`src/rtl/core/window_hit_test_and_drag_unit_assert.svh`:
```
// Assertion macros shared by the window hit-test unit.
`ifndef WINDOW_HIT_TEST_AND_DRAG_UNIT_ASSERT_SVH
`define WINDOW_HIT_TEST_AND_DRAG_UNIT_ASSERT_SVH
// Implication checked on every clock edge outside reset.
`define WHT_ASSERT_IMP(label, a, c) \
    label: assert property (@(posedge clk) disable iff (!rst_n) (a) |-> (c)) \
        else $error("assertion failed");
// Next-cycle implication checked outside reset.
`define WHT_ASSERT_NEXT(label, a, c) \
    label: assert property (@(posedge clk) disable iff (!rst_n) (a) |=> (c)) \
        else $error("assertion failed");
`endif

```
`src/rtl/core/wht_pkg.sv`:
```
// ----------------------------------------------------------------------------
// wht_pkg
// Types and constants of the window hit-test and drag unit.
// ----------------------------------------------------------------------------
package wht_pkg;
    localparam int MAX_WINDOWS = 16;
    localparam int SLOT_W = $clog2(MAX_WINDOWS);
    localparam int CNT_W = $clog2(MAX_WINDOWS + 1);

    localparam logic [2:0] OP_ADD = 3'd0;
    localparam logic [2:0] OP_REMOVE = 3'd1;
    localparam logic [2:0] OP_FLAGS = 3'd2;
    localparam logic [2:0] OP_PRESS = 3'd3;
    localparam logic [2:0] OP_DRAG = 3'd4;
    localparam logic [2:0] OP_RELEASE = 3'd5;

    localparam logic [2:0] AREA_NONE = 3'd0;
    localparam logic [2:0] AREA_TITLE = 3'd1;
    localparam logic [2:0] AREA_BORDER = 3'd2;
    localparam logic [2:0] AREA_CONTENT = 3'd3;
    localparam logic [2:0] AREA_SCROLL = 3'd4;
    localparam logic [2:0] AREA_CLOSE = 3'd5;
    localparam logic [2:0] AREA_MIN = 3'd6;
    localparam logic [2:0] AREA_MAX = 3'd7;

    localparam logic [1:0] DRAG_IDLE = 2'd0;
    localparam logic [1:0] DRAG_MOVE = 2'd1;
    localparam logic [1:0] DRAG_RESIZE = 2'd2;
    localparam logic [1:0] DRAG_SCROLL = 2'd3;

    localparam logic CFG_MIN_WIDTH = 1'b0;
    localparam logic CFG_MIN_HEIGHT = 1'b1;

    typedef struct packed {
        logic [2:0]  operation;
        logic [31:0] window_id;
        logic signed [11:0] win_col;
        logic signed [11:0] win_row;
        logic [10:0] win_width;
        logic [10:0] win_height;
        logic        minimized;
        logic        scrollbar_on;
        logic signed [11:0] mouse_row;
        logic signed [11:0] mouse_col;
    } req_t;

    typedef struct packed {
        logic        status;
        logic [2:0]  hit_area;
        logic [31:0] hit_id;
        logic [1:0]  drag_mode;
        logic        changed;
        logic signed [11:0] new_col;
        logic signed [11:0] new_row;
        logic [10:0] new_width;
        logic [10:0] new_height;
        logic        resize_ended;
    } rsp_t;

    typedef enum logic [2:0] {
        ST_IDLE, ST_SCAN, ST_CLASS, ST_DRAG, ST_COPY, ST_EXEC, ST_OUT
    } state_t;

    // Controller to datapath.
    typedef struct packed {
        logic load;
        logic scan_start;
        logic scan_step;
        logic classify;
        logic drag_calc;
        logic copy_read;
        logic execute;
    } cmd_t;

    // Datapath to controller.
    typedef struct packed {
        logic scan_done;
        logic is_press;
        logic is_drag;
        logic is_remove;
    } sts_t;
endpackage

```
`src/rtl/core/wht_dp.sv`:
```
// ----------------------------------------------------------------------------
// wht_dp
// Window table, scan, hit classification and drag arithmetic.
// ----------------------------------------------------------------------------
module wht_dp (
    input  logic            clk,
    input  logic            rst_n,
    input  wht_pkg::req_t   req,
    output wht_pkg::rsp_t   rsp,
    input  wht_pkg::cmd_t   cmd,
    output wht_pkg::sts_t   sts,
    input  logic            cfg_we,
    input  logic            cfg_idx,
    input  logic [7:0]      cfg_data
);
    import wht_pkg::*;

    logic [31:0] e_id [MAX_WINDOWS];
    logic signed [11:0] e_col [MAX_WINDOWS];
    logic signed [11:0] e_row [MAX_WINDOWS];
    logic [10:0] e_w [MAX_WINDOWS];
    logic [10:0] e_h [MAX_WINDOWS];
    logic [31:0] e_z [MAX_WINDOWS];
    logic [1:0]  e_fl [MAX_WINDOWS];

    logic [7:0] min_w_reg, min_h_reg;
    logic [CNT_W-1:0] count_reg;
    logic [31:0] order_reg;
    logic [1:0]  drag_reg;
    logic [31:0] dwin_reg;
    logic signed [11:0] arow_reg, acol_reg;
    logic signed [11:0] scol_reg, srow_reg;
    logic [10:0] sw_reg, sh_reg;
    logic [1:0]  edges_reg;

    req_t req_reg;
    rsp_t rsp_reg, rsp_next;
    logic [CNT_W-1:0] idx_reg;
    logic found_reg, best_ok_reg;
    logic [SLOT_W-1:0] slot_reg, best_reg;
    logic [31:0] bestz_reg;
    logic [2:0] area_reg;
    logic signed [11:0] nx_reg, ny_reg;
    logic [10:0] nw_reg, nh_reg;
    // Copy of the last entry for remove.
    logic [31:0] c_id_reg, c_z_reg;
    logic signed [11:0] c_col_reg, c_row_reg;
    logic [10:0] c_w_reg, c_h_reg;
    logic [1:0] c_fl_reg;

    logic [SLOT_W-1:0] si;
    logic signed [13:0] fx, fy, fr, fb, mr, mc;
    logic in_frame;
    assign si = idx_reg[SLOT_W-1:0];
    assign mr = 14'(req_reg.mouse_row);
    assign mc = 14'(req_reg.mouse_col);
    assign fx = 14'(e_col[si]) - 14'sd1;
    assign fy = 14'(e_row[si]) - 14'sd1;
    assign fr = 14'(e_col[si]) + 14'($signed({1'b0, e_w[si]})) + 14'sd1;
    assign fb = 14'(e_row[si]) + 14'($signed({1'b0, e_h[si]})) + 14'sd1;
    assign in_frame = mr >= fy && mr < fb && mc >= fx && mc < fr;

    logic [31:0] key;
    assign key = (req_reg.operation == OP_DRAG) ? dwin_reg : req_reg.window_id;

    assign sts.scan_done = (idx_reg >= count_reg);
    assign sts.is_press = req_reg.operation == OP_PRESS;
    assign sts.is_drag = req_reg.operation == OP_DRAG;
    assign sts.is_remove = req_reg.operation == OP_REMOVE && found_reg;

    // Classification of the best hit.
    logic signed [13:0] bx, by, bw, bh, bfx, bfy, bfw, bmx;
    logic [2:0] area_c;
    assign bx = 14'(e_col[best_reg]);
    assign by = 14'(e_row[best_reg]);
    assign bw = 14'($signed({1'b0, e_w[best_reg]}));
    assign bh = 14'($signed({1'b0, e_h[best_reg]}));
    assign bfx = bx - 14'sd1;
    assign bfy = by - 14'sd1;
    assign bfw = bw + 14'sd2;
    assign bmx = bfx + bfw - 14'sd10;

    always_comb
    begin
        area_c = AREA_BORDER;
        if (!best_ok_reg) area_c = AREA_NONE;
        else if (mr == bfy && bfw >= 14'sd12 && mc >= bmx && mc <= bmx + 14'sd2)
            area_c = AREA_MIN;
        else if (mr == bfy && bfw >= 14'sd12 && mc >= bmx + 14'sd3 && mc <= bmx + 14'sd5)
            area_c = AREA_MAX;
        else if (mr == bfy && bfw >= 14'sd12 && mc >= bmx + 14'sd6 && mc <= bmx + 14'sd8)
            area_c = AREA_CLOSE;
        else if (mr == bfy && bfw < 14'sd12 && bfw >= 14'sd6
                 && mc >= bfx + bfw - 14'sd4 && mc <= bfx + bfw - 14'sd2)
            area_c = AREA_CLOSE;
        else if (mr == bfy) area_c = AREA_TITLE;
        else if (e_fl[best_reg][1] && mc == bfx + bfw - 14'sd1 && mr > bfy
                 && mr < bfy + bh + 14'sd1)
            area_c = AREA_SCROLL;
        else if (mr >= by && mr < by + bh && mc >= bx && mc < bx + bw)
            area_c = AREA_CONTENT;
    end

    // Drag arithmetic on the found slot.
    logic signed [13:0] dr, dc, tx, ty, tw, th, mw, mh;
    always_comb
    begin
        dr = mr - 14'(arow_reg);
        dc = mc - 14'(acol_reg);
        mw = 14'($signed({1'b0, min_w_reg}));
        mh = 14'($signed({1'b0, min_h_reg}));
        tx = 14'(e_col[slot_reg]);
        ty = 14'(e_row[slot_reg]);
        tw = 14'($signed({1'b0, e_w[slot_reg]}));
        th = 14'($signed({1'b0, e_h[slot_reg]}));
        if (drag_reg == DRAG_MOVE)
        begin
            tx = 14'(scol_reg) + dc;
            ty = 14'(srow_reg) + dr;
        end
        else if (drag_reg == DRAG_RESIZE)
        begin
            if (edges_reg[0])
            begin
                tw = 14'($signed({1'b0, sw_reg})) - dc;
                tx = 14'(scol_reg) + dc;
            end
            else tw = 14'($signed({1'b0, sw_reg})) + dc;
            if (edges_reg[1])
            begin
                th = 14'($signed({1'b0, sh_reg})) - dr;
                ty = 14'(srow_reg) + dr;
            end
            else th = 14'($signed({1'b0, sh_reg})) + dr;
            if (tw < mw)
            begin
                if (edges_reg[0]) tx = tx - (mw - tw);
                tw = mw;
            end
            if (th < mh)
            begin
                if (edges_reg[1]) ty = ty - (mh - th);
                th = mh;
            end
            if (tw > 14'sd2047) tw = 14'sd2047;
            if (th > 14'sd2047) th = 14'sd2047;
        end
        if (tx > 14'sd2047) tx = 14'sd2047;
        if (tx < -14'sd2048) tx = -14'sd2048;
        if (ty > 14'sd2047) ty = 14'sd2047;
        if (ty < -14'sd2048) ty = -14'sd2048;
    end

    // Result of the request being committed.
    always_comb
    begin
        rsp_next = '0;
        rsp_next.drag_mode = drag_reg;
        case (req_reg.operation)
            OP_ADD:
                if (count_reg >= CNT_W'(MAX_WINDOWS) || found_reg)
                    rsp_next.status = 1'b1;
            OP_REMOVE:
                if (!found_reg) rsp_next.status = 1'b1;
            OP_FLAGS:
                if (!found_reg) rsp_next.status = 1'b1;
            OP_PRESS:
            begin
                rsp_next.hit_area = area_reg;
                if (best_ok_reg)
                begin
                    rsp_next.hit_id = e_id[best_reg];
                    if (area_reg == AREA_TITLE) rsp_next.drag_mode = DRAG_MOVE;
                    else if (area_reg == AREA_BORDER) rsp_next.drag_mode = DRAG_RESIZE;
                    else if (area_reg == AREA_SCROLL) rsp_next.drag_mode = DRAG_SCROLL;
                end
            end
            OP_DRAG:
                if (drag_reg != DRAG_IDLE)
                begin
                    rsp_next.hit_id = dwin_reg;
                    if (!found_reg) rsp_next.drag_mode = DRAG_IDLE;
                    else
                    begin
                        rsp_next.new_col = nx_reg;
                        rsp_next.new_row = ny_reg;
                        rsp_next.new_width = nw_reg;
                        rsp_next.new_height = nh_reg;
                        rsp_next.changed = nx_reg != e_col[slot_reg]
                            || ny_reg != e_row[slot_reg] || nw_reg != e_w[slot_reg]
                            || nh_reg != e_h[slot_reg];
                    end
                end
            OP_RELEASE:
            begin
                rsp_next.drag_mode = DRAG_IDLE;
                if (drag_reg != DRAG_IDLE)
                begin
                    rsp_next.hit_id = dwin_reg;
                    rsp_next.resize_ended = drag_reg == DRAG_RESIZE;
                end
            end
            default: rsp_next.status = 1'b1;
        endcase
    end

    always_ff @(posedge clk or negedge rst_n)
    begin
        if (!rst_n)
        begin
            min_w_reg <= 8'd10;
            min_h_reg <= 8'd3;
            count_reg <= '0;
            order_reg <= '0;
            drag_reg <= DRAG_IDLE;
            dwin_reg <= '0;
            arow_reg <= '0;
            acol_reg <= '0;
            scol_reg <= '0;
            srow_reg <= '0;
            sw_reg <= '0;
            sh_reg <= '0;
            edges_reg <= '0;
        end
        else
        begin
            if (cfg_we)
            begin
                if (cfg_idx == CFG_MIN_WIDTH) min_w_reg <= cfg_data;
                else min_h_reg <= cfg_data;
            end
            if (cmd.execute)
            begin
                case (req_reg.operation)
                    OP_ADD:
                        if (!(count_reg >= CNT_W'(MAX_WINDOWS) || found_reg))
                        begin
                            count_reg <= count_reg + 1'b1;
                            order_reg <= order_reg + 1'b1;
                        end
                    OP_REMOVE: if (found_reg) count_reg <= count_reg - 1'b1;
                    OP_PRESS:
                        if (best_ok_reg)
                        begin
                            order_reg <= order_reg + 1'b1;
                            if (area_reg == AREA_TITLE || area_reg == AREA_BORDER
                                || area_reg == AREA_SCROLL)
                            begin
                                dwin_reg <= e_id[best_reg];
                                arow_reg <= req_reg.mouse_row;
                                acol_reg <= req_reg.mouse_col;
                            end
                            if (area_reg == AREA_TITLE)
                            begin
                                drag_reg <= DRAG_MOVE;
                                scol_reg <= e_col[best_reg];
                                srow_reg <= e_row[best_reg];
                            end
                            else if (area_reg == AREA_BORDER)
                            begin
                                drag_reg <= DRAG_RESIZE;
                                scol_reg <= e_col[best_reg];
                                srow_reg <= e_row[best_reg];
                                sw_reg <= e_w[best_reg];
                                sh_reg <= e_h[best_reg];
                                edges_reg <= {req_reg.mouse_row < e_row[best_reg],
                                              req_reg.mouse_col < e_col[best_reg]};
                            end
                            else if (area_reg == AREA_SCROLL) drag_reg <= DRAG_SCROLL;
                        end
                    OP_DRAG: if (drag_reg != DRAG_IDLE && !found_reg) drag_reg <= DRAG_IDLE;
                    OP_RELEASE: drag_reg <= DRAG_IDLE;
                    default: drag_reg <= drag_reg;
                endcase
            end
        end
    end

    // Table, scan and sequencing registers.
    always_ff @(posedge clk)
    begin
        if (cmd.load) req_reg <= req;
        if (cmd.scan_start)
        begin
            idx_reg <= '0;
            found_reg <= 1'b0;
            best_ok_reg <= 1'b0;
            slot_reg <= '0;
            best_reg <= '0;
            bestz_reg <= '0;
        end
        if (cmd.scan_step && !sts.scan_done)
        begin
            idx_reg <= idx_reg + 1'b1;
            if (!found_reg && e_id[si] == key)
            begin
                found_reg <= 1'b1;
                slot_reg <= si;
            end
            if (!e_fl[si][0] && in_frame && (!best_ok_reg || e_z[si] > bestz_reg))
            begin
                best_ok_reg <= 1'b1;
                best_reg <= si;
                bestz_reg <= e_z[si];
            end
        end
        if (cmd.classify) area_reg <= area_c;
        if (cmd.drag_calc)
        begin
            nx_reg <= tx[11:0];
            ny_reg <= ty[11:0];
            nw_reg <= tw[10:0];
            nh_reg <= th[10:0];
        end
        if (cmd.copy_read)
        begin
            c_id_reg <= e_id[SLOT_W'(count_reg - 1'b1)];
            c_col_reg <= e_col[SLOT_W'(count_reg - 1'b1)];
            c_row_reg <= e_row[SLOT_W'(count_reg - 1'b1)];
            c_w_reg <= e_w[SLOT_W'(count_reg - 1'b1)];
            c_h_reg <= e_h[SLOT_W'(count_reg - 1'b1)];
            c_z_reg <= e_z[SLOT_W'(count_reg - 1'b1)];
            c_fl_reg <= e_fl[SLOT_W'(count_reg - 1'b1)];
        end
        if (cmd.execute)
        begin
            rsp_reg <= rsp_next;
            case (req_reg.operation)
                OP_ADD:
                    if (!(count_reg >= CNT_W'(MAX_WINDOWS) || found_reg))
                    begin
                        e_id[SLOT_W'(count_reg)] <= req_reg.window_id;
                        e_col[SLOT_W'(count_reg)] <= req_reg.win_col;
                        e_row[SLOT_W'(count_reg)] <= req_reg.win_row;
                        e_w[SLOT_W'(count_reg)] <= req_reg.win_width;
                        e_h[SLOT_W'(count_reg)] <= req_reg.win_height;
                        e_fl[SLOT_W'(count_reg)] <= 2'b00;
                        e_z[SLOT_W'(count_reg)] <= order_reg;
                    end
                OP_REMOVE:
                    if (found_reg)
                    begin
                        e_id[slot_reg] <= c_id_reg;
                        e_col[slot_reg] <= c_col_reg;
                        e_row[slot_reg] <= c_row_reg;
                        e_w[slot_reg] <= c_w_reg;
                        e_h[slot_reg] <= c_h_reg;
                        e_z[slot_reg] <= c_z_reg;
                        e_fl[slot_reg] <= c_fl_reg;
                    end
                OP_FLAGS:
                    if (found_reg) e_fl[slot_reg] <= {req_reg.scrollbar_on, req_reg.minimized};
                OP_PRESS:
                    if (best_ok_reg) e_z[best_reg] <= order_reg;
                OP_DRAG:
                    if (drag_reg != DRAG_IDLE && found_reg)
                    begin
                        e_col[slot_reg] <= nx_reg;
                        e_row[slot_reg] <= ny_reg;
                        e_w[slot_reg] <= nw_reg;
                        e_h[slot_reg] <= nh_reg;
                    end
                default: ;
            endcase
        end
    end

    assign rsp = rsp_reg;

`include "window_hit_test_and_drag_unit_assert.svh"
    `WHT_ASSERT_IMP(a_count_range, 1'b1, count_reg <= CNT_W'(MAX_WINDOWS))
    `WHT_ASSERT_NEXT(a_add_grows, cmd.execute && req_reg.operation == OP_ADD
        && !found_reg && count_reg < CNT_W'(MAX_WINDOWS), count_reg == $past(count_reg) + 1'b1)
    `WHT_ASSERT_IMP(a_scan_bound, cmd.scan_step, idx_reg <= count_reg)
endmodule

```
`config.mk`:
```
export PLATFORM = sky130hd
export DESIGN_NAME = wht_dp
export DESIGN_NICKNAME = d
export VERILOG_FILES = /design/src/rtl/core/wht_pkg.sv /design/src/rtl/core/wht_dp.sv
export VERILOG_INCLUDE_DIRS = /design/src /design/src/rtl/core
export SDC_FILE = /design/constraint.sdc
export NUM_CORES = 2
export LEC_CHECK = 0
export BUFFER_PORTS_ARGS = -buffer_cell sky130_fd_sc_hd__clkbuf_2
export CORE_UTILIZATION = 63
export DETAILED_ROUTE_END_ITERATION = 10
export PLACE_DENSITY = 0.8
export SLEW_MARGIN = 25
export SYNTH_ARGS = -nofsm -noshare
export SYNTH_HDL_FRONTEND = slang
export SYNTH_SLANG_ARGS = --single-unit
export TNS_END_PERCENT = 5
```
`constraint.sdc`:
```
create_clock -name clk -period 21 [get_ports clk]
set_input_delay 4.2 -clock clk [delete_from_list [all_inputs] [get_ports clk]]
set_output_delay 4.2 -clock clk [all_outputs]
set_load 0.02 [all_outputs]
```
==> results.cfg <==
[pwr]
ir_worst_vdd_mv = 0.176
p_leak_nw = 51.5
power_density_nw_per_um2 = 138
intPower_mw = 12.7
p_comb_share_pct = 50.5
switchingPower_mw = 8.04
p_clk_share_pct = 21.5
total_power_mw = 20.7
power_frac_seq_pct = 28.1
swShare_pct = 38.8

[final_layout]
layout_common_cells = edfxtp_1, mux4_2, nand2_1
reg_top3 = e_id x512, e_z x512
final_common_cell = edfxtp_1
nets = 9169
drive_above_1_share_pct = 31.7
syn_to_final_growth_pct = 9.31
fin_area_um2 = 150000

[synthesis]
synth_ff_type = edfxtp_1
ys_seq_elements = 2356
synthesis.area_um2 = 137000
synth.top_cell.area_share_pct = 47.1
ys_warn_count = 0
synth_cell_types = 105
synth_fp_nets = 9064
synth_top_area_cell = edfxtp_1
synth-seq-area-share_pct = 50.6
synth.area.top_cells = edfxtp_1, mux4_2, ha_1
synth_edf_count = 2151
ys_async_sr_fraction_pct = 6.75
avgSynthCellArea_um2 = 16.3
syn_inst = 8424

[sta]
slew_violations = 0
final.setup.tns_ns = 0
tightest_slew_ns = 1.18
setup_viol = 0
report.final.hold_viol_count = 0
slew_headroom_pct = 20.8
timing.final.crit_share_pct = 48.4
skew_ns = 0.0751
grt_setup_unrepaired = no
period_needed_ns = 10.16
fmax_mhz = 98.4
fin_ws_ns = 10.84

[cts]
worstSkewPairLatency_ns = 0.93
cts_resized = 0
cts_made_buffers = 236
post_cts_buffers = 0
cts_tree = yes
clock_tree.buffer_depth = 3
ctsHoldBuffers = 0
cts.sinks = 2356
clk_pin_slew_ns = 0.06
cts_root_buf = clkbuf_16
ctsHtreeMaxLevel = 4

[detailed_routing]
dr.pass1.iters = 6
drtIter0Drc = 13900
drt.antenna.violating_nets = 0
routed_wl_um = 438000
drc = 0
vias_per_cell = 7.82
wl_per_cell_um = 37.8
via_count = 90600

[grt]
grt.met3_usage_pct = 13.6
antenna_found_initial = 20
grt_pass1_vias = 92000
grtUsageMet1_pct = 50.5
busiest_layer = met2
grt_overflow = 0
grt_max_degree = 148
grt.total_usage_pct = 40.4
grt_pass1_wl_um = 634000
gr-usage-met2_pct = 61.7

[critical_path]
path_class = reg2reg
critPathMaxFanout = 71
crit_arrival_ns = 10.88
endpoint = area_reg[2]
worstSetupStartpointType = register
ff2ff_setup_slack_ns = 10.84
cp.required_ns = 21.72
end_kind = register
r2r-end = area_reg[2]
reg2reg_depth = 31
cp_slowest_cell = dfxtp_4
r2r_start = best_reg[0]
max_stage_delay_ns = 0.72
cp-startpoint = best_reg[0]
cpMostUsedCell = inv_1

[min_path]
hold_depth = 2
hold_path.class = reg2reg

[placement]
preCtsSetupSlack_ns = 11.24
dp_hpwl_um = 257000
placed_area_um2 = 142000
gp_congestion = 0.957
portBuffers = 215

[floorplanning]
die_x_um = 469
rows = 170
fp.dieH_um = 469
start_util_pct = 63.7
core-area_um2 = 215000
top_level_ports = 216
die_area_um2 = 220000

[job]
maxCapViolCount = 0

[run_status]
status = finished, final reports clean
[layer usage]
layer	routed length, um	part of all wire, %
met1	139000	32
met2	201000	46
met3	67100	15
met4	31000	7.1
met5	252	0.058
[worst max-delay path, delay by kind of cell (launching register included)]
kind                       cells  cell delay [ns]
DFF                            1             0.72
buffers and inverters          7             1.60
and+or+nand+nor                8             2.08
muxes                          2             0.56
xor gates and xnor gates       2             0.71
adders and majority gates      5             1.99
AOI/OAI and AO/OA              7             1.90
[worst min path at each step]
stage,from,end,slack [ns]
after global placement,order_reg[31],order_reg[31],0.46
after floorplan,order_reg[31],order_reg[31],0.44
after CTS,sh_reg[0],sh_reg[0],0.49
after detailed placement,sh_reg[0],sh_reg[0],0.48
final,sh_reg[0],sh_reg[0],0.49
after global routing,order_reg[29],order_reg[29],0.51
[cells in the mapped netlist, types with 35 or more instances]
cell and count:
nor2_1 332, a21oi_1 215, xor2_1 121, dfrtp_1 155
inv_1 304, a22o_1 36, a31oi_1 35, mux2i_1 68
mux2_2 124, nand4_1 54, dfxtp_1 46, mux4_2 1734
o21ai_0 219, nor2b_1 67, nand2_1 569, edfxtp_1 2151
a22oi_1 53, a21o_1 100, buf_2 94, and2_1 63
clkbuf_1 294, nand2b_1 69, o21a_1 48, ha_1 485
nand3_1 64, nor3_1 66, xnor2_1 279, buf_1 114
[cells by family after synthesis]
logic type,share of synthesized area [%]
mux,30.0
flops,50.6
fa+ha+maj,4.85
compound gates,4.52
xor+xnor,2.62
simple gates,4.95
buf+inv,2.47
[metrics by stage]
stage | std cells | util [%] | hold WS [ns]
after global placement | 11100 | 65.7 | 0.461
final | 11600 | 69.6 | 0.488
after CTS | 11600 | 69.5 | 0.490
after global routing | 11600 | 69.6 | 0.513
after floorplan | 8424 | - | 0.445
after detailed placement | 11100 | 65.8 | 0.477
[power groups by stage]
stage,logic [mW],clock network (mW),registers [mW]
after floorplan,7.66,0,5.72
after global placement,9.95,0,5.91
after detailed placement,10.2,0,5.90
after CTS,10.3,4.46,5.81
after global routing,11.2,4.61,5.83
final,10.5,4.45,5.82
[layout make-up]
class | count | area [um2]
repair buffers | 393 | 2770
well taps | 2838 | 3550
fillers | 13200 | 65400
multi-input cells | 5231 | 64900
diodes | 11 | 27.5
clock inverters | 159 | 1840
flip-flops and latches | 2356 | 69500
inverters | 311 | 1170
clock buffers | 290 | 6270
Note: power is estimated with default switching activity, not from simulation.
