$ cat src/rtl/core/window_hit_test_and_drag_unit_assert.svh
// Assertion macros shared by the window hit-test unit.
`ifndef WINDOW_HIT_TEST_AND_DRAG_UNIT_ASSERT_SVH
`define WINDOW_HIT_TEST_AND_DRAG_UNIT_ASSERT_SVH
// Implication checked on every clock edge outside reset.
`define WHT_ASSERT_IMP(label, a, c) \
    label: assert property (@(posedge clk) disable iff (!rst_n) (a) |-> (c)) \
        else $error("assertion failed");
// Next-cycle implication checked outside reset.
`define WHT_ASSERT_NEXT(label, a, c) \
    label: assert property (@(posedge clk) disable iff (!rst_n) (a) |=> (c)) \
        else $error("assertion failed");
`endif

$ cat src/rtl/core/wht_pkg.sv
// ----------------------------------------------------------------------------
// wht_pkg
// Types and constants of the window hit-test and drag unit.
// ----------------------------------------------------------------------------
package wht_pkg;
    localparam int MAX_WINDOWS = 16;
    localparam int SLOT_W = $clog2(MAX_WINDOWS);
    localparam int CNT_W = $clog2(MAX_WINDOWS + 1);

    localparam logic [2:0] OP_ADD = 3'd0;
    localparam logic [2:0] OP_REMOVE = 3'd1;
    localparam logic [2:0] OP_FLAGS = 3'd2;
    localparam logic [2:0] OP_PRESS = 3'd3;
    localparam logic [2:0] OP_DRAG = 3'd4;
    localparam logic [2:0] OP_RELEASE = 3'd5;

    localparam logic [2:0] AREA_NONE = 3'd0;
    localparam logic [2:0] AREA_TITLE = 3'd1;
    localparam logic [2:0] AREA_BORDER = 3'd2;
    localparam logic [2:0] AREA_CONTENT = 3'd3;
    localparam logic [2:0] AREA_SCROLL = 3'd4;
    localparam logic [2:0] AREA_CLOSE = 3'd5;
    localparam logic [2:0] AREA_MIN = 3'd6;
    localparam logic [2:0] AREA_MAX = 3'd7;

    localparam logic [1:0] DRAG_IDLE = 2'd0;
    localparam logic [1:0] DRAG_MOVE = 2'd1;
    localparam logic [1:0] DRAG_RESIZE = 2'd2;
    localparam logic [1:0] DRAG_SCROLL = 2'd3;

    localparam logic CFG_MIN_WIDTH = 1'b0;
    localparam logic CFG_MIN_HEIGHT = 1'b1;

    typedef struct packed {
        logic [2:0]  operation;
        logic [31:0] window_id;
        logic signed [11:0] win_col;
        logic signed [11:0] win_row;
        logic [10:0] win_width;
        logic [10:0] win_height;
        logic        minimized;
        logic        scrollbar_on;
        logic signed [11:0] mouse_row;
        logic signed [11:0] mouse_col;
    } req_t;

    typedef struct packed {
        logic        status;
        logic [2:0]  hit_area;
        logic [31:0] hit_id;
        logic [1:0]  drag_mode;
        logic        changed;
        logic signed [11:0] new_col;
        logic signed [11:0] new_row;
        logic [10:0] new_width;
        logic [10:0] new_height;
        logic        resize_ended;
    } rsp_t;

    typedef enum logic [2:0] {
        ST_IDLE, ST_SCAN, ST_CLASS, ST_DRAG, ST_COPY, ST_EXEC, ST_OUT
    } state_t;

    // Controller to datapath.
    typedef struct packed {
        logic load;
        logic scan_start;
        logic scan_step;
        logic classify;
        logic drag_calc;
        logic copy_read;
        logic execute;
    } cmd_t;

    // Datapath to controller.
    typedef struct packed {
        logic scan_done;
        logic is_press;
        logic is_drag;
        logic is_remove;
    } sts_t;
endpackage

$ cat src/rtl/core/wht_ctrl.sv
// ----------------------------------------------------------------------------
// wht_ctrl
// Sequencer: accept, table scan, classify, drag or copy, commit, hand over result.
// ----------------------------------------------------------------------------
module wht_ctrl (
    input  logic            clk,
    input  logic            rst_n,
    input  logic            in_valid,
    output logic            in_ready,
    output logic            out_valid,
    input  logic            out_ready,
    output wht_pkg::cmd_t   cmd,
    input  wht_pkg::sts_t   sts
);
    import wht_pkg::*;

    state_t state_reg, state_next;

    always_ff @(posedge clk or negedge rst_n)
    begin
        if (!rst_n)
        begin
            state_reg <= ST_IDLE;
        end
        else
        begin
            state_reg <= state_next;
        end
    end

    always_comb
    begin
        state_next = state_reg;
        case (state_reg)
            ST_IDLE:  if (in_valid) state_next = ST_SCAN;
            ST_SCAN:
            begin
                if (sts.scan_done)
                begin
                    if (sts.is_press) state_next = ST_CLASS;
                    else if (sts.is_drag) state_next = ST_DRAG;
                    else if (sts.is_remove) state_next = ST_COPY;
                    else state_next = ST_EXEC;
                end
            end
            ST_CLASS: state_next = ST_EXEC;
            ST_DRAG:  state_next = ST_EXEC;
            ST_COPY:  state_next = ST_EXEC;
            ST_EXEC:  state_next = ST_OUT;
            ST_OUT:   if (out_ready) state_next = ST_IDLE;
            default:  state_next = ST_IDLE;
        endcase
    end

    always_comb
    begin
        cmd = '0;
        in_ready = 1'b0;
        out_valid = 1'b0;
        case (state_reg)
            ST_IDLE:
            begin
                in_ready = 1'b1;
                cmd.load = in_valid;
                cmd.scan_start = in_valid;
            end
            ST_SCAN:  cmd.scan_step = 1'b1;
            ST_CLASS: cmd.classify = 1'b1;
            ST_DRAG:  cmd.drag_calc = 1'b1;
            ST_COPY:  cmd.copy_read = 1'b1;
            ST_EXEC:  cmd.execute = 1'b1;
            ST_OUT:   out_valid = 1'b1;
            default:  cmd = '0;
        endcase
    end

`include "window_hit_test_and_drag_unit_assert.svh"
    `WHT_ASSERT_IMP(a_ready_idle, in_ready, !out_valid)
    `WHT_ASSERT_NEXT(a_accept_scan, in_valid && in_ready, state_reg == ST_SCAN)
    `WHT_ASSERT_NEXT(a_exec_out, cmd.execute, out_valid)
endmodule

$ cat config.mk
export PLATFORM = sky130hd
export DESIGN_NAME = wht_ctrl
export DESIGN_NICKNAME = d
export VERILOG_FILES = /design/src/rtl/core/wht_pkg.sv /design/src/rtl/core/wht_ctrl.sv
export VERILOG_INCLUDE_DIRS = /design/src /design/src/rtl/core
export SDC_FILE = /design/constraint.sdc
export NUM_CORES = 1
export LEC_CHECK = 0
export ABC_AREA = 0
export BUFFER_PORTS_ARGS = -buffer_cell sky130_fd_sc_hd__buf_2
export CAP_MARGIN = 15
export CORE_AREA = 2 2 39 41
export DETAILED_ROUTE_END_ITERATION = 16
export DIE_AREA = 0 0 41 43
export PLACE_DENSITY_LB_ADDON = 0.1
export SLEW_MARGIN = 20
export SYNTH_ARGS = -nofsm -noshare
export SYNTH_HDL_FRONTEND = slang
export SYNTH_SLANG_ARGS = --single-unit
$ cat constraint.sdc
create_clock -name clk -period 1.5 [get_ports clk]
set_input_delay 0.15 -clock clk [delete_from_list [all_inputs] [get_ports clk]]
set_output_delay 0.15 -clock clk [all_outputs]
set_load 0.005 [all_outputs]
==> results.py, run 1 <==
metrics = {
    "setup_path": {
        "slowest_stage": "dfrtp_1",
        "required_ns": 1.35,
        "r2r_slack_ns": 0.34,
        "worstSetupStartpointType": "flop",
        "crit_path_cell_trace": "inv_1 -> and3_1 -> buf_2",
        "crit_arrival_ns": 1.19,
        "cp-startpoint": "state_reg[0]",
        "cp_top_family": "flip-flops",
        "end_kind": "primary output",
        "reg2reg_to": "state_reg[0]",
        "cpPeakStageDelay_ns": 0.50,
        "criticalPathCategory": "reg2out",
        "rr_worst_depth": 3,
        "cp_max_fo": 10,
        "path_buf_inv": 2,
        "r2r-start": "state_reg[1]",
    },
    "pwr": {
        "p_per_area_nw_per_um2": 1890,
        "vdd_drop_max_mv": 0.726,
        "combinationalPowerShare_pct": 46.0,
        "seqPwrFrac_pct": 33.2,
        "p_leak_nw": 0.194,
        "netSwitchingFraction_pct": 43.8,
        "intPower_mw": 0.378,
        "pwr-share-clk_pct": 20.8,
        "p_switching_mw": 0.295,
    },
    "clock_tree": {
        "cts_max_level": 1,
        "cts_buffer_depth": 2,
        "cts_made_buffers": 3,
        "cts.sinks": 3,
        "post_cts_buffers": 0,
        "cts_tree": "yes",
        "cts.clk_slew.worst_paths_ns": 0.04,
        "insertion_delay_ns": 0.23,
        "cts_root_buffer": "clkbuf_4",
    },
    "hold_path": {
        "hold_depth": 4,
        "min_from": "out_ready",
        "min_path_type": "in2reg",
        "hold_path_end": "state_reg[2]",
    },
    "die": {
        "die_height_microns": 43,
        "dieArea_sq_um": 1760,
        "fp.coreArea_sq_um": 1380,
        "io_pins": 17,
        "start_util_pct": 16.9,
        "row_count": 14,
        "die_x_microns": 41,
    },
    "timing": {
        "clock_skew_ns": 0.00188,
        "tightest_slew_ns": 0.360,
        "setup_violations": 0,
        "fmax_mhz": 747,
        "drv_slew": 0,
        "grt_setup_unrepaired": "false",
        "slew_headroom_pct": 76.0,
        "period_needed_ns": 1.34,
        "hold_violations": 0,
        "tns_ns": 0,
        "period_share_pct": 89.2,
    },
    "layout": {
        "num-nets-final": 59,
        "layout-drive-gt1-share_pct": 40.0,
        "layout_common_cells": "16 x buf_2, 5 x nor2_1, 3 x nor3_1, 3 x clkbuf_4, 3 x dfrtp_1",
        "final_cells": 66,
        "final_common_cell": "buf_2",
        "area_growth_pct": 51.9,
        "largest_reg_flops": 3,
        "n_antenna_cell": 0,
    },
    "grt": {
        "grt_use_total_pct": 9.33,
        "gr-total-overflow": 0,
        "grt_pass1_wl_mm": 1.04,
        "antenna_found_initial": 0,
        "grt_max_degree": 13,
        "grt_pass1_vias": 243,
    },
    "status": {
        "status": "complete, no violations",
    },
    "route": {
        "dr.pass1.iters": 4,
        "vias_per_cell": 4.30,
        "routed_wl_microns": 673,
        "drtIter0Drc": 10,
        "post_drt_wl_per_cell_microns": 10.2,
        "ant_nets": 0,
        "drt_drc_violations_left": 0,
        "vias": 284,
    },
    "logic_synthesis": {
        "netlist_instances": 32,
        "syn-num-nets": 40,
        "yosys_warnings": 0,
        "yosysSeqAreaShare_pct": 32.1,
        "avgSynthCellArea_sq_um": 7.31,
        "ys_types": 18,
        "syn_area_sq_um": 234,
        "postSynthRegisterBits": 3,
    },
    "placed_design": {
        "place_inst": 61,
        "io_buffer_count": 16,
        "place_congestion": 0.644,
    },
    "job": {
        "cap_viol_max_count": 0,
    },
}
==> cells in the mapped netlist <==
cell      instances  area (sq um)
nand2_1           1          3.75
and3_1            2          12.5
and2_1            1          6.26
a22oi_1           1          7.51
a31oi_1           1          6.26
dfrtp_1           3          75.1
nand2b_1          1          6.26
o21ai_0           2          10.0
nor2_1            5          18.8
or3_1             1          6.26
nand3b_1          1          7.51
mux2i_1           1          10.0
nor3_1            4          20.0
buf_4             2          15.0
inv_1             2          7.51
a21oi_1           2          10.0
o22ai_1           1          6.26
buf_2             1          5.00
==> tightest hold or removal path: cells and delay by family <==
| family | cells | cell delay (ns) |
|---|---|---|
| buffers and inverters | 1 | 0.09 |
| AO/OA/AOI/OAI | 1 | 0.05 |
| AND/OR/NAND/NOR | 2 | 0.13 |
==> final cells by class <==
cell class / instances / area (sq um)
fillers: 169 / 1030
well taps: 16 / 20.0
clock buffers: 4 / 26.3
repair buffers: 17 / 90.1
multi-input cells: 24 / 136
inverters: 2 / 7.51
flip-flops and latches: 3 / 75.1
==> per-layer routing <==
layer | wire (microns) | GRT usage (%) | part of all wire (%) | up-vias
li1 | - | - | - | 147
met1 | 314 | 11.2 | 47 | 123
met2 | 277 | 11.3 | 41 | 14
met3 | 81 | 8.38 | 12 | 0
met4 | 0 | 4.00 | 0 | 0
met5 | 0 | 0 | 0 | -
==> what timing repair did <==
| item | CTS | global route |
|---|---|---|
| resized for setup | 0 | 1 |
| hold buffers | 1 | 0 |
| endpoints found under the hold margin | 3 | 0 |
| setup endpoints to repair | 0 | 2 |
==> cells by family (layout without fill, tap and decap cells) <==
kind of cell           after synthesis  count (layout)  synth area share (%)
and+or+nand+nor                     16              16                  34.8
AOI/OAI and AO/OA                    7               7                  17.1
buffers and inverters                5              23                  11.8
DFF                                  3               3                  32.1
muxes                                1               1                  4.28
==> metrics by stage <==
stage / hold WS [ns] / area (sq um) / util, % / setup slack, ns / total power, mW
floorplan: -0.146 / 234 / - / 0.293 / 0.421
global placement: -0.0505 / 314 / 22.7 / 0.366 / 0.524
detailed placement: -0.0497 / 314 / 22.7 / 0.362 / 0.528
CTS: 0.227 / 350 / 25.3 / 0.108 / 0.676
global route: 0.238 / 355 / 25.7 / 0.0379 / 0.757
finish: 0.231 / 355 / 25.7 / 0.162 / 0.673
==> power by group through the flow <==
| stage | Combinational, mW | Clock (mW) | Sequential [mW] |
|---|---|---|---|
| after floorplan | 0.275 | 0 | 0.146 |
| after detailed placement | 0.311 | 0 | 0.217 |
| after global placement | 0.311 | 0 | 0.213 |
| final | 0.310 | 0.140 | 0.224 |
| after CTS | 0.313 | 0.146 | 0.217 |
| after global routing | 0.358 | 0.157 | 0.242 |
==> worst max-delay path by stage <==
stage          endpoint  cells past startpoint
4_1_cts          cmd[5]                      3
3_5_place_dp     cmd[5]                      3
5_1_grt          cmd[6]                      3
6_report         cmd[3]                      3
2_1_floorplan    cmd[6]                      4
3_3_place_gp     cmd[5]                      3
Note: power is estimated with default switching activity, not from simulation.
==> run 2, diff against run 1 <==
==> constraint.sdc (replaced) <==
create_clock -name clk -period 1.2 [get_ports clk]
set_input_delay 0.12 -clock clk [delete_from_list [all_inputs] [get_ports clk]]
set_output_delay 0.12 -clock clk [all_outputs]
set_load 0.005 [all_outputs]
==> results.py, run 2 (synthesis gave the netlist of run 1 again) <==
metrics = {
    "clock_tree": {
        "insertion_delay_ns": 0.24,
        "cts_buffer_depth": 2,
        "cts.clk_slew.worst_paths_ns": 0.04,
        "cts_made_buffers": 3,
        "cts.sinks": 3,
        "cts_max_level": 1,
        "cts_root_buffer": "clkbuf_4",
        "cts_tree": "yes",
    },
    "setup_path": {
        "required_ns": 1.08,
        "cp_max_fo": 5,
        "crit_arrival_ns": 1.12,
        "worstSetupStartpointType": "flop",
        "r2r_slack_ns": -0.03,
        "cp-startpoint": "state_reg[1]",
        "cpPeakStageDelay_ns": 0.42,
        "end_kind": "primary output",
        "r2r-start": "state_reg[2]",
        "slowest_stage": "dfrtp_2",
        "criticalPathCategory": "reg2out",
        "rr_worst_depth": 4,
        "crit_path_cell_trace": "buf_4 -> nor3_1 -> buf_2",
        "reg2reg_to": "state_reg[0]",
    },
    "timing": {
        "fmax_mhz": 805,
        "drv_slew": 0,
        "setup_violations": 8,
        "setup_slack_ns": -0.0420,
        "hold_violations": 0,
        "period_share_pct": 104,
        "tightest_slew_ns": 0.236,
        "grt_setup_unrepaired": "true",
        "period_needed_ns": 1.24,
        "slew_headroom_pct": 84.3,
        "clock_skew_ns": 0.00180,
    },
    "route": {
        "routed_wl_microns": 842,
        "m1WireLength_microns": 317,
        "drt_drc_violations_left": 0,
        "wl_met3_microns": 86,
        "dr.pass1.iters": 2,
        "drtIter0Drc": 1,
        "post_drt_wl_per_cell_microns": 11.7,
        "dr.max_layer_used": "met4",
        "vias": 326,
        "routed-wl-met2_microns": 413,
        "vias_per_cell": 4.53,
        "ant_nets": 0,
    },
    "grt": {
        "gr-total-overflow": 0,
        "grt_pass1_vias": 313,
        "grt_use_total_pct": 11.8,
        "grt_max_degree": 11,
        "antenna_found_initial": 0,
        "grt_pass1_wl_mm": 1.28,
    },
    "pwr": {
        "p_leak_nw": 0.224,
        "p_per_area_nw_per_um2": 2570,
        "finalPower_mw": 1.09,
        "vdd_drop_max_mv": 0.681,
    },
    "layout": {
        "fin_area_sq_um": 427,
        "layout_common_cells": "16 x buf_2, 6 x buf_4, 5 x nor2_1",
        "final_common_cell": "buf_2",
        "area_growth_pct": 82.4,
        "num-nets-final": 65,
        "n_antenna_cell": 0,
        "final_cells": 72,
        "largest_reg_flops": 3,
        "layout-drive-gt1-share_pct": 64.3,
    },
    "die": {
        "die_x_microns": 41,
        "io_pins": 17,
        "die_height_microns": 43,
        "dieArea_sq_um": 1760,
        "start_util_pct": 16.9,
        "row_count": 14,
        "fp.coreArea_sq_um": 1380,
    },
    "placed_design": {
        "placed_cell_area_sq_um": 322,
        "io_buffer_count": 16,
        "hpwl_microns": 571,
        "place_inst": 62,
        "place_congestion": 0.693,
    },
    "job": {
        "cap_viol_max_count": 0,
    },
    "status": {
        "status": "complete, but fails checks",
        "violations": "setup timing",
    },
    "hold_path": {
        "min_path_type": "in2async",
    },
}
## run 2: cell count changes in the layout (fill, tap and decap cells not counted), sizes merged
cell	before	now
buf	16	22
## run 2: worst max path at each step
stage	endpoint	slack (ns)	cells past startpoint
3_5_place_dp	state_reg[0]	0.09	3
2_1_floorplan	cmd[6]	0.02	4
5_1_grt	cmd[6]	-0.08	3
3_3_place_gp	state_reg[0]	0.12	3
4_1_cts	cmd[5]	-0.04	3
6_report	cmd[4]	-0.04	3
## run 2: metal layers
layer  vias up  GRT usage [%]
met3         5           4.71
met1       148           10.6
met2        15           19.1
met4         0           10.0
li1        158              -
met5         -              0
## run 2: report_power, final
group	leakage, nW	switching [mW]	total (mW)	internal (mW)
Clock	0.0150	0.0567	0.182	0.125
Sequential	0.0320	0.0885	0.252	0.164
Combinational	0.177	0.321	0.661	0.340
## run 2: repair_timing
action / CTS / global route
endpoints found under the hold margin: 3 / 0
buffers inserted: 3 / 2
resized for setup: 6 / 6
hold buffers: 1 / 0
pin swaps: 2 / 1
endpoints found under the setup margin: 8 / 9
## run 2: layout make-up
type | count | area [sq um]
fillers | 161 | 957
clock buffers | 4 | 26.3
well taps | 16 | 20.0
multi-input cells | 24 | 159
flip-flops and latches | 3 | 78.8
inverters | 2 | 7.51
repair buffers | 23 | 135
## run 2: through the flow
step	setup TNS, ns	utilization [%]	worst slack [ns]	hold WS (ns)
4_1_cts	-0.169	28.1	-0.0379	0.194
3_3_place_gp	0	23.2	0.120	-0.0797
6_report	-0.171	30.8	-0.0420	0.211
2_1_floorplan	0	-	0.0226	-0.176
5_1_grt	-0.518	30.8	-0.0793	0.230
3_5_place_dp	0	23.2	0.0921	-0.0789
## run 2: critical path: cells and delay by family (launching register included)
| family | cells | cell delay [ns] |
|---|---|---|
| flops | 1 | 0.42 |
| buf+inv | 2 | 0.30 |
| simple gates | 1 | 0.16 |
==> run 3, diff against run 2 <==
--- a/config.mk
+++ b/config.mk
@@ -9,9 +9,10 @@
 export ABC_AREA = 0
 export BUFFER_PORTS_ARGS = -buffer_cell sky130_fd_sc_hd__buf_2
 export CAP_MARGIN = 15
-export CORE_AREA = 2 2 39 41
+export CELL_PAD_IN_SITES_DETAIL_PLACEMENT = 2
+export CELL_PAD_IN_SITES_GLOBAL_PLACEMENT = 2
+export CORE_UTILIZATION = 15
 export DETAILED_ROUTE_END_ITERATION = 16
-export DIE_AREA = 0 0 41 43
 export PLACE_DENSITY_LB_ADDON = 0.1
 export SLEW_MARGIN = 20
 export SYNTH_ARGS = -nofsm -noshare
==> results.py, run 3 (synthesis gave the netlist of run 1 again) <==
metrics = {
    "pwr": {
        "intPower_mw": 0.694,
        "p_leak_nw": 0.226,
        "seqPwrFrac_pct": 22.7,
        "pwr-share-clk_pct": 14.6,
        "p_per_area_nw_per_um2": 2590,
        "netSwitchingFraction_pct": 42.5,
        "p_switching_mw": 0.513,
        "finalPower_mw": 1.21,
        "combinationalPowerShare_pct": 62.7,
        "vdd_drop_max_mv": 0.624,
    },
    "timing": {
        "setup_slack_ns": -0.0708,
        "drv_slew": 0,
        "period_share_pct": 106,
        "tns_ns": -0.294,
        "hold_violations": 0,
        "fmax_mhz": 787,
        "clock_skew_ns": 0.00251,
        "grt_setup_unrepaired": "true",
        "tightest_slew_ns": 0.219,
        "setup_violations": 7,
        "period_needed_ns": 1.27,
        "slew_headroom_pct": 85.3,
    },
    "layout": {
        "layout-drive-gt1-share_pct": 64.3,
        "final_common_cell": "buf_2",
        "largest_reg_flops": 3,
        "n_antenna_cell": 0,
        "nFillCells": 164,
        "num-nets-final": 65,
        "area_growth_pct": 98.9,
        "layout_common_cells": "13 x buf_2, 5 x nor2_1, 5 x buf_6",
    },
    "placed_design": {
        "preCtsSetupSlack_ns": 0.0559,
        "hpwl_microns": 687,
        "place_congestion": 0.781,
        "io_buffer_count": 16,
    },
    "setup_path": {
        "r2r-start": "state_reg[2]",
        "crit_path_cell_trace": "nor3_2 -> and2_4 -> buf_2",
        "r2r_slack_ns": 0.03,
        "worstSetupStartpointType": "flop",
        "required_ns": 1.08,
        "cpPeakStageDelay_ns": 0.46,
        "reg2reg_to": "state_reg[0]",
        "cp-startpoint": "state_reg[2]",
        "criticalPathCategory": "reg2out",
        "end_kind": "primary output",
        "crit_arrival_ns": 1.15,
        "cp_max_fo": 7,
        "slowest_stage": "dfrtp_2",
        "critPathCapture": "cmd[5]",
        "rr_worst_depth": 3,
    },
    "hold_path": {
        "min_path_type": "in2reg",
        "hold_depth": 4,
    },
    "clock_tree": {
        "cts_buffer_depth": 2,
        "cts_max_level": 1,
        "cts.sinks": 3,
        "cts_root_buffer": "clkbuf_4",
        "cts.clk_slew.worst_paths_ns": 0.04,
        "cts_made_buffers": 3,
        "cts_tree": "yes",
        "insertion_delay_ns": 0.23,
    },
    "status": {
        "status": "complete, but fails checks",
        "violations": "setup timing",
    },
    "route": {
        "vias_per_cell": 4.63,
        "routed_wl_microns": 967,
        "vias": 329,
        "ant_nets": 0,
        "post_drt_wl_per_cell_microns": 13.6,
        "drtIter0Drc": 0,
        "drt_drc_violations_left": 0,
        "dr.pass1.iters": 1,
    },
    "grt": {
        "grt_pass1_wl_mm": 1.54,
        "grt_use_total_pct": 12.2,
        "grt_max_degree": 9,
        "gr-total-overflow": 0,
        "antenna_found_initial": 0,
        "grt_pass1_vias": 347,
    },
    "die": {
        "dieArea_sq_um": 1720,
        "io_pins": 17,
        "die_height_microns": 41.5,
        "die_x_microns": 41.5,
        "fp.coreArea_sq_um": 1380,
        "row_count": 13,
        "start_util_pct": 16.9,
    },
    "job": {
        "cap_viol_max_count": 0,
    },
}
run 3: worst min path at each step:
stage | slack, ns | start | endpoint
2_1_floorplan | -0.18 | rst_n | state_reg[0]
3_3_place_gp | -0.08 | rst_n | state_reg[0]
3_5_place_dp | -0.08 | rst_n | state_reg[2]
4_1_cts | 0.21 | out_ready | state_reg[2]
5_1_grt | 0.22 | rst_n | state_reg[1]
6_report | 0.21 | out_ready | state_reg[2]
run 3: through the flow:
| stage | util (%) | area, sq um | hold slack (ns) | cells |
|---|---|---|---|---|
| final | 33.7 | 465 | 0.207 | 71 |
| after global routing | 33.7 | 465 | 0.221 | 71 |
| after CTS | 32.9 | 455 | 0.210 | 70 |
| after detailed placement | 23.2 | 320 | -0.0797 | 61 |
| after global placement | 23.2 | 320 | -0.0797 | 61 |
| after floorplan | - | 234 | -0.176 | 32 |
run 3: final cells by class:
type	count	area (sq um)	share of cell area (%)
sequential	3	78.8	16.9
timing repair buffer	23	161	34.7
inverter	2	10.0	2.15
clock buffer	4	26.3	5.65
multi-input combinational	24	170	36.6
tap	15	18.8	4.03
run 3: what timing repair did:
item	CTS	global route
endpoints found under the hold margin	3	0
hold buffers	1	0
pin swaps	5	1
endpoints found under the setup margin	9	9
gates resized for setup	17	1
setup buffers	4	1
run 3: power groups by stage:
| stage | registers, mW | logic (mW) | clock network [mW] |
|---|---|---|---|
| 6_report | 0.274 | 0.756 | 0.176 |
| 5_1_grt | 0.285 | 0.819 | 0.193 |
| 4_1_cts | 0.280 | 0.725 | 0.181 |
| 3_5_place_dp | 0.270 | 0.443 | 0 |
| 3_3_place_gp | 0.266 | 0.431 | 0 |
| 2_1_floorplan | 0.183 | 0.344 | 0 |
run 3: critical path: cells and delay by family, from the launching register on:
family / cells / cell delay [ns]
buffers and inverters: 1 / 0.10
DFF: 1 / 0.46
and+or+nand+nor: 2 / 0.36
run 3: routing by layer:
metal  part of all wire [%]  track usage, %
met1                     37            13.0
met4                    1.0            7.74
met5                      0               0
met2                     58            21.3
met3                    3.5            3.04
